--- config.mk ---
export PLATFORM = sky130hd
export DESIGN_NAME = three_axis_moving_average
export DESIGN_NICKNAME = d
export VERILOG_FILES = /design/src/design/tama_pkg.sv /design/src/design/tama_lane.sv /design/src/design/tama_merge.sv /design/src/design/three_axis_moving_average.sv
export VERILOG_INCLUDE_DIRS = /design/src /design/src/design
export SDC_FILE = /design/constraint.sdc
export NUM_CORES = 1
export LEC_CHECK = 0
export CAP_MARGIN = 20
export CORE_MARGIN = 5
export CORE_UTILIZATION = 30
export CTS_CLUSTER_SIZE = 8
export DETAILED_ROUTE_END_ITERATION = 10
export DONT_BUFFER_PORTS = 1
export PLACE_DENSITY = 0.42
export SYNTH_ARGS = -nofsm -noshare
export SYNTH_HDL_FRONTEND = slang
export SYNTH_SLANG_ARGS = --single-unit
--- constraint.sdc ---
create_clock -name clock -period 6 [get_ports clock]
set_clock_uncertainty 0.2 [all_clocks]
set_input_delay 0.6 -clock clock [delete_from_list [all_inputs] [get_ports clock]]
set_output_delay 0.6 -clock clock [all_outputs]
set_load 0.01 [all_outputs]
--- src/design/assert_macros.svh ---
// Assertion helpers shared by the RTL.
`ifndef ASSERT_MACROS_SVH
`define ASSERT_MACROS_SVH

// Check a property on every clock edge outside reset.
`define ASSERT_CLK(lbl, prop, msg) \
   lbl: assert property (@(posedge clock) disable iff (reset) (prop)) else $error(msg);

// Check a property on every clock edge, reset included.
`define ASSERT_ALWAYS(lbl, prop, msg) \
   lbl: assert property (@(posedge clock) (prop)) else $error(msg);

`endif

--- src/design/tama_pkg.sv ---
`timescale 1ns / 1ps

package tama_pkg;

   localparam int WINDOW   = 16;
   localparam int PTR_W    = (WINDOW > 1) ? $clog2(WINDOW) : 1;
   localparam int SAMPLE_W = 16;
   localparam int MEAN_W   = 20;
   // exact window sum: sample width plus growth over the window
   localparam int SUM_W    = SAMPLE_W + $clog2(WINDOW);

   typedef logic [PTR_W-1:0] ptr_type;

   // control shared by all lanes for one accepted word
   typedef struct packed {
      logic    accept;
      logic    primed;  // ring has wrapped at least once
      ptr_type ptr;
   } lane_ctl_type;

   typedef struct packed {
      logic                     mean_valid;
      logic signed [MEAN_W-1:0] mean_x;
      logic signed [MEAN_W-1:0] mean_y;
      logic signed [MEAN_W-1:0] mean_z;
   } result_type;

endpackage

--- src/design/tama_lane.sv ---
`timescale 1ns / 1ps

module tama_lane (
   input  logic                                   clock,
   input  logic                                   reset,
   input  tama_pkg::lane_ctl_type                 ctl,
   input  logic signed [tama_pkg::SAMPLE_W-1:0]   sample,
   output logic signed [tama_pkg::SUM_W-1:0]      sum_next
);
   import tama_pkg::*;

   logic signed [SAMPLE_W-1:0] ring_ff [WINDOW];
   logic signed [SUM_W-1:0]    sum_ff;
   logic signed [SUM_W-1:0]    sum_in;
   logic signed [SAMPLE_W-1:0] oldest;

   // entries not yet written since reset read as zero
   assign oldest = ctl.primed ? ring_ff[ctl.ptr] : '0;
   assign sum_in = sum_ff - SUM_W'(oldest) + SUM_W'(sample);
   assign sum_next = sum_in;

   always_ff @(posedge clock) begin
      if (reset) begin
         sum_ff <= '0;
      end else if (ctl.accept) begin
         sum_ff <= sum_in;
      end
   end

   always_ff @(posedge clock) begin
      if (ctl.accept) begin
         ring_ff[ctl.ptr] <= sample;
      end
   end

endmodule

--- src/design/tama_merge.sv ---
`timescale 1ns / 1ps

module tama_merge (
   input  logic                               clock,
   input  logic                               reset,
   input  logic                               push,
   input  logic                               warm,
   input  logic signed [tama_pkg::SUM_W-1:0]  sum_x,
   input  logic signed [tama_pkg::SUM_W-1:0]  sum_y,
   input  logic signed [tama_pkg::SUM_W-1:0]  sum_z,
   input  logic                               out_stall,
   output logic                               out_valid,
   output logic                               in_stall,
   output tama_pkg::result_type               result
);
   import tama_pkg::*;

   result_type word_in;
   result_type out_ff, out_in;
   result_type skid_ff, skid_in;
   logic       out_valid_ff, out_valid_in;
   logic       skid_valid_ff, skid_valid_in;
   logic       pop;

   // zero the means until a full window has been seen
   always_comb begin
      word_in.mean_valid = warm;
      word_in.mean_x     = warm ? MEAN_W'(sum_x) : '0;
      word_in.mean_y     = warm ? MEAN_W'(sum_y) : '0;
      word_in.mean_z     = warm ? MEAN_W'(sum_z) : '0;
   end

   assign pop = out_valid_ff && !out_stall;

   always_comb begin
      out_in        = out_ff;
      skid_in       = skid_ff;
      out_valid_in  = out_valid_ff;
      skid_valid_in = skid_valid_ff;
      if (pop || !out_valid_ff) begin
         if (skid_valid_ff) begin
            out_in        = skid_ff;
            out_valid_in  = 1'b1;
            skid_valid_in = 1'b0;
         end else begin
            out_in       = word_in;
            out_valid_in = push;
         end
      end else if (push) begin
         skid_in       = word_in;
         skid_valid_in = 1'b1;
      end
   end

   always_ff @(posedge clock) begin
      if (reset) begin
         out_valid_ff  <= 1'b0;
         skid_valid_ff <= 1'b0;
      end else begin
         out_valid_ff  <= out_valid_in;
         skid_valid_ff <= skid_valid_in;
      end
   end

   always_ff @(posedge clock) begin
      out_ff  <= out_in;
      skid_ff <= skid_in;
   end

   assign out_valid = out_valid_ff;
   assign in_stall  = skid_valid_ff;
   assign result    = out_ff;

endmodule

--- src/design/three_axis_moving_average.sv ---
`timescale 1ns / 1ps

// Three-axis boxcar moving average. Each input word carries one signed 16-bit
// sample per axis; each accepted word gives exactly one result word holding
// the window sums of the last WINDOW samples (the average with log2(WINDOW)
// fraction bits) for x, y and z, and mean_valid. Until WINDOW words have
// been taken in since reset, mean_valid is 0 and the means read as zero.
// Throughput is one word per clock while req_stall is low; ring read and sum
// update in each axis lane are combinational, and each result is registered
// in the output buffer. A two-entry output buffer keeps taking words while a
// result waits, and stalls the input only once both entries are full. Reset
// clears sums, write pointer and warm-up flag; the rings need no clearing
// pass, since entries not yet written read as zero until the pointer first
// wraps.

module three_axis_moving_average (
   input  logic                                   clock,
   input  logic                                   reset,
   input  logic                                   req_valid,
   output logic                                   req_stall,
   input  logic signed [tama_pkg::SAMPLE_W-1:0]   req_sample_x,
   input  logic signed [tama_pkg::SAMPLE_W-1:0]   req_sample_y,
   input  logic signed [tama_pkg::SAMPLE_W-1:0]   req_sample_z,
   output logic                                   rsp_valid,
   input  logic                                   rsp_stall,
   output logic signed [tama_pkg::MEAN_W-1:0]     rsp_mean_x,
   output logic signed [tama_pkg::MEAN_W-1:0]     rsp_mean_y,
   output logic signed [tama_pkg::MEAN_W-1:0]     rsp_mean_z,
   output logic                                   rsp_mean_valid
);
   import tama_pkg::*;
   `include "assert_macros.svh"

   ptr_type          ptr_ff, ptr_in;
   logic             warm_ff, warm_in;
   logic             accept;
   logic             wrap;
   lane_ctl_type     ctl;
   logic signed [SUM_W-1:0] sum_x, sum_y, sum_z;
   result_type       result;

   assign accept = req_valid && !req_stall;
   assign wrap   = (ptr_ff == PTR_W'(WINDOW - 1));

   // advance the shared write pointer, set warm-up on the first wrap
   always_comb begin
      ptr_in  = ptr_ff;
      warm_in = warm_ff;
      if (accept) begin
         ptr_in  = wrap ? '0 : ptr_ff + 1'b1;
         warm_in = warm_ff || wrap;
      end
   end

   always_ff @(posedge clock) begin
      if (reset) begin
         ptr_ff  <= '0;
         warm_ff <= 1'b0;
      end else begin
         ptr_ff  <= ptr_in;
         warm_ff <= warm_in;
      end
   end

   always_comb begin
      ctl.accept = accept;
      ctl.primed = warm_ff;
      ctl.ptr    = ptr_ff;
   end

   // one lane per axis, all driven from the same pointer
   tama_lane u_lane_x (
      .clock    (clock),
      .reset    (reset),
      .ctl      (ctl),
      .sample   (req_sample_x),
      .sum_next (sum_x)
   );

   tama_lane u_lane_y (
      .clock    (clock),
      .reset    (reset),
      .ctl      (ctl),
      .sample   (req_sample_y),
      .sum_next (sum_y)
   );

   tama_lane u_lane_z (
      .clock    (clock),
      .reset    (reset),
      .ctl      (ctl),
      .sample   (req_sample_z),
      .sum_next (sum_z)
   );

   // combine lane sums into the result word and buffer it
   tama_merge u_merge (
      .clock     (clock),
      .reset     (reset),
      .push      (accept),
      .warm      (warm_in),
      .sum_x     (sum_x),
      .sum_y     (sum_y),
      .sum_z     (sum_z),
      .out_stall (rsp_stall),
      .out_valid (rsp_valid),
      .in_stall  (req_stall),
      .result    (result)
   );

   assign rsp_mean_x     = result.mean_x;
   assign rsp_mean_y     = result.mean_y;
   assign rsp_mean_z     = result.mean_z;
   assign rsp_mean_valid = result.mean_valid;

   `ASSERT_CLK(a_stall_has_result, req_stall |-> rsp_valid, "input stalled with no result held")
   `ASSERT_CLK(a_warm_sticky, warm_ff |=> warm_ff, "warm-up flag dropped after being set")
   `ASSERT_CLK(a_ptr_range, ptr_ff <= PTR_W'(WINDOW - 1), "write pointer beyond window")
   `ASSERT_CLK(a_cold_zero, (rsp_valid && !rsp_mean_valid) |-> (rsp_mean_x == '0 && rsp_mean_y == '0 && rsp_mean_z == '0), "nonzero mean during warm-up")

endmodule
# Word level (Yosys, flattened, before mapping)

Memory sizes are Yosys's and may differ from the RTL's. A register that Yosys moved wholly into a read port is not among the register bits.
Cells that the tools add are included.

Bits in registers: 189
RAM bits: 768
Word-level logic and storage cells: 54
Memories: 3

Memories:

| name             | words | width | rd ports | clocked after Yosys merged registers in | wr ports | line            | text |
|---|---|---|---|---|---|---|---|
| u_lane_x.ring_ff | 16    | 16    | 1        | 1                                       | 1        | tama_lane.sv:12 | `logic signed [SAMPLE_W-1:0] ring_ff [WINDOW];` |
| u_lane_y.ring_ff | 16    | 16    | 1        | 1                                       | 1        | tama_lane.sv:12 |  |
| u_lane_z.ring_ff | 16    | 16    | 1        | 1                                       | 1        | tama_lane.sv:12 |  |

$add $sub $neg: 7
Equality and inequality tests: 1
Muxes and demuxes: 18
Bitwise operators: 1
Reductions and logical operators: 9

Operators by type and width:

| operator              | count |
|---|---|
| $mux W61              | 1 |
| $add A20 B16 Y20      | 3 |
| $mux W20              | 3 |
| $sub A20 B16 Y20      | 3 |
| $mux W16              | 3 |
| $mux W4               | 7 |
| $add A4 B1 Y4 const B | 1 |
| $eq A4 B4 Y1 const B  | 1 |
| $mux W1               | 4 |
| $logic_not A1 Y1      | 3 |
| $logic_and A1 B1 Y1   | 2 |
| $logic_or A1 B1 Y1    | 2 |
| $reduce_and A2 Y1     | 1 |
| $reduce_or A2 Y1      | 1 |
| $not A1 Y1            | 1 |

# Depth between registers and ports, before layout

Word-level depth: 5
Mapped depth: 18
Gate-level depth less buffers: 15

# Modules after synthesis

A second synthesis with hierarchy kept.

Cell total of the unflattened synthesis: 2456
Area, all modules: 42092.9 sq um

Modules (own cells, without submodules):

| module                    | times used | cells an instance | area an instance (sq um) | sequential area each (sq um) |
|---|---|---|---|---|
| tama_lane (u_lane_x ...)  | 2          | 722               | 12346.8                  | 8087.8 |
| tama_lane (u_lane_z)      | 1          | 724               | 12303.0                  | 8087.8 |
| tama_merge                | 1          | 263               | 4873.4                   | 3703.6 |
| three_axis_moving_average | 1          | 25                | 222.7                    | 100.1 |

# Worst setup path after synthesis

Ideal clock, no wire load.

Kind: input to register
From: input req_valid
To: memory u_lane_x.ring_ff[0][0], enable pin
Library setup time: 0.513 ns
Arrival time: 4.756 ns
Required time: 5.287 ns
Setup slack: 0.531 ns
Stages: 5
Path buffers: 2
Cells stage by stage: nor2b_2 > clkbuf_1 > buf_1 > nand2_1 > nor3_1

Word-level cells in the longest chain between the ends: 3

RTL lines:

| item                          | line                            | text |
|---|---|---|
| start: declaration            | three_axis_moving_average.sv:19 | `input logic req_valid,` |
| $logic_and A1 B1 Y1           | three_axis_moving_average.sv:42 | `assign accept = req_valid && !req_stall;` |
| $mux W1                       | tama_lane.sv:31                 | `if (ctl.accept) begin` |
| $mux W1 (implied by the code) | tama_lane.sv:32                 | `ring_ff[ctl.ptr] <= sample;` |
| end: declaration              | tama_lane.sv:12                 |  |

No other way between the ends.

==> flow_summary.yaml <==
run_status:
  status: "completed"
cts:
  clk_pin_slew_ps: 50
  cts_resized: 0
  cts-htree-levels: 4
  cts-root-buf: "clkbuf_16"
  clock-sinks: 961
  cts_buffer_depth: 3
  cts_tree: "built"
  clk_latency_ps: 730
  post_cts_buffers: 0
  cts_made_buffers: 139
  hold_buffers: 51
critical_path:
  cp_data_arrival_time_ps: 5980
  critPathMaxStageDelay_ps: 550
  crit_slowest_cell: "mux4_2"
  worstSetupPathType: "flop to flop"
  crit_fanout: 27
  path_cells: "buf_12, buf_12, mux4_2, mux4_2, and2_1, fa_1, inv_1, ha_1, a21oi_1, nor2_1, a211oi_1, a21oi_1, o211ai_1, a21boi_0, o41ai_1"
  cp.required_ps: 6250
  end_kind: "flop"
  worst_setup_path_start_kind: "flop"
logic_synthesis:
  synth_top_family_by_area: "multiplexers"
  ys_seq_elements: 961
  syn_nets: 2567
  synthMuxAreaShare: 0.138
  synthAdderAreaFrac: 0.0480
  synth_compound_area_frac: 0.0431
  ys.flop_type: "edfxtp_1"
  synth-edff-count: 890
  ys_seq_area_frac: 0.683
  synthArstFlopShare: 0
  synth_simple_gate_area_frac: 0.0433
  yosysWarnings: 0
  netlist_area_mm2: 0.0412
  postSynthCellCount: 2391
  synthDistinctLibCells: 64
  postSynthAreaPerCell_um2: 17.2
  synth-xor-area-share: 0.0119
drt:
  drtIter0Drc: 1731
  antenna_left: 0
  wl_per_cell_um: 26.1
  vias: 21600
  viasPerCell: 4.92
  remaining_drc_errors: 0
  drt-total-wl_um: 114000
  dr.pass1.iters: 5
placement:
  hpwl_um: 65200
  io_buffers: 0
  place_area_mm2: 0.0437
  gp_congestion: 0.786
  placed_cells: 4126
timing:
  worst_pin_slew_ps: 1060
  slew_violations: 0
  finalSetupTns_ps: 0
  hold_viol: 0
  timing.fmax_mhz: 175
  rsz0062_at_grt: "no"
  setup_viol: 0
  hold_ws_ps: 56.5
  timing.final.crit_share: 0.954
  fin_crit_ps: 5720
  slew_headroom: 0.294
grt:
  grt_pass1_vias: 22600
  overflow: 0
  grt_max_degree: 96
  antenna_found_initial: 11
  track_usage: 0.157
  grt_pass1_wl_um: 166000
finish:
  syn_to_final_growth_pct: 17.0
  drive_above_1_share: 0.200
  finalInstanceArea_mm2: 0.0482
  nets: 2700
  layoutNonFillerInstCount: 4384
  multiInputGateArea_mm2: 0.0119
  regArea_mm2: 0.0282
  final_cell_mix: "edfxtp_1, mux4_2, inv_1, clkbuf_16, nand2_1"
  n_fill_cell: 12800
  final_common_cell: "edfxtp_1"
pwr:
  powerDensity_mw_per_mm2: 387
  ir_worst_vdd_uv: 346
  internal-power_mw: 13.4
  netSwitchingFraction: 0.282
  p_seq_frac: 0.411
  p_leak_nw: 16.1
  total_power_mw: 18.7
  clkPwrFrac: 0.385
  pwr-share-comb: 0.204
  p_sw_mw: 5.27
floorplanning:
  die_w_um: 381
  coreArea_mm2: 0.137
  fp.dieH_um: 381
  die-area_mm2: 0.145
  io_pins: 115
  initial_core_util: 0.301
  row_count: 136
hold_path:
  hp-class: "primary input to flop"
  hold_start: "req_sample_y[0]"
flow_run:
  drv_cap: 0
-- worst max-delay path, delay by kind of cell (launching register included) --
| family | cells | cell delay [ps] |
|---|---|---|
| flops | 1 | 490 |
| compound gates | 6 | 1970 |
| fa+ha+maj | 2 | 820 |
| buf+inv | 3 | 610 |
| mux | 2 | 1020 |
| simple gates | 2 | 260 |
-- final cells by class --
| cell class | count | share of cell area |
|---|---|---|
| inverters | 231 | 0.0180 |
| multi-input cells | 1086 | 0.246 |
| clock inverters | 7 | 0.00163 |
| clock buffers | 198 | 0.0802 |
| repair buffers | 105 | 0.0230 |
| well taps | 1794 | 0.0466 |
| diodes | 2 | 0.000104 |
| flip-flops and latches | 961 | 0.584 |
-- worst paths after layout --
| check | end | slack, ps | cells past startpoint |
|---|---|---|---|
| setup / recovery | u_merge.result[57]$_DFFE_PP_ | 280 | 15 |
| hold / removal | u_lane_y.sum_ff[0]$_SDFFE_PP0P_ | 60 | 3 |
| setup reg to reg | u_merge.result[57]$_DFFE_PP_ | 280 | 15 |
| hold reg to reg | u_lane_z.sum_ff[1]$_SDFFE_PP0P_ | 260 | 2 |
-- registers in the layout (all words and copies together) (netlist names), named ones only --
name	flops
u_lane_x.ring_ff	256
u_lane_z.sum_ff	20
u_lane_y.ring_ff	256
u_lane_z.ring_ff	256
u_lane_y.sum_ff	20
u_merge.result	61
u_merge.in_stall	1
u_merge.out_valid	1
u_merge.skid_ff	61
ptr_ff	4
warm_ff	1
u_lane_x.sum_ff	20
-- per-stage QoR --
stage                util  setup WS (ps)
floorplan               -            531
global placement    0.319            511
detailed placement  0.319            453
CTS                 0.352            392
global route        0.352           2.99
finish              0.352            277
-- cells in the mapped netlist, drive strengths merged, types with 3 or more instances --
cell | number | share of area
o211ai | 7 | 0.0013
o31ai | 32 | 0.0058
o21a | 5 | 0.00091
clkbuf | 73 | 0.0066
a21oi | 80 | 0.010
a211o | 4 | 0.00085
nor3 | 15 | 0.0018
a21o | 19 | 0.0035
mux4 | 237 | 0.13
buf | 40 | 0.0044
or4 | 11 | 0.0020
or3 | 6 | 0.00091
a21boi | 5 | 0.00091
mux2i | 3 | 0.00073
xor2 | 25 | 0.0053
nand2 | 129 | 0.012
a31oi | 7 | 0.0012
xnor2 | 31 | 0.0066
o21bai | 13 | 0.0024
mux2 | 30 | 0.0082
nand3 | 17 | 0.0021
nand2b | 8 | 0.0012
a211oi | 15 | 0.0030
edfxtp | 890 | 0.65
dfxtp | 71 | 0.034
o41ai | 3 | 0.00064
nand4 | 13 | 0.0020
nor2 | 83 | 0.0076
o311ai | 15 | 0.0032
inv | 230 | 0.021
ha | 67 | 0.020
and2 | 72 | 0.011
a221o | 3 | 0.00073
fa | 57 | 0.028
o21ai | 41 | 0.0050
and3 | 6 | 0.00091
-- cells by family after synthesis --
| logic type | count (synthesis) |
|---|---|
| compound gates | 265 |
| xor+xnor | 56 |
| fa+ha+maj | 124 |
| buf+inv | 344 |
| flops | 961 |
| mux | 270 |
| simple gates | 371 |
-- metal layers --
| metal | global-route usage | share of wire | vias up |
|---|---|---|---|
| li1 | - | - | 9449 |
| met1 | 0.232 | 0.48 | 11400 |
| met2 | 0.241 | 0.46 | 518 |
| met3 | 0.0279 | 0.043 | 142 |
| met4 | 0.0394 | 0.017 | 0 |
| met5 | 0 | 0 | - |
-- power groups by stage --
stage	combinational [mW]	sequential [mW]	clock, mW
6_report	3.81	7.67	7.19
2_1_floorplan	2.65	7.76	0
5_1_grt	4.23	7.69	7.71
3_3_place_gp	3.70	7.79	0
4_1_cts	3.83	7.67	7.42
3_5_place_dp	3.71	7.80	0
Note: power is estimated with default switching activity, not from simulation.
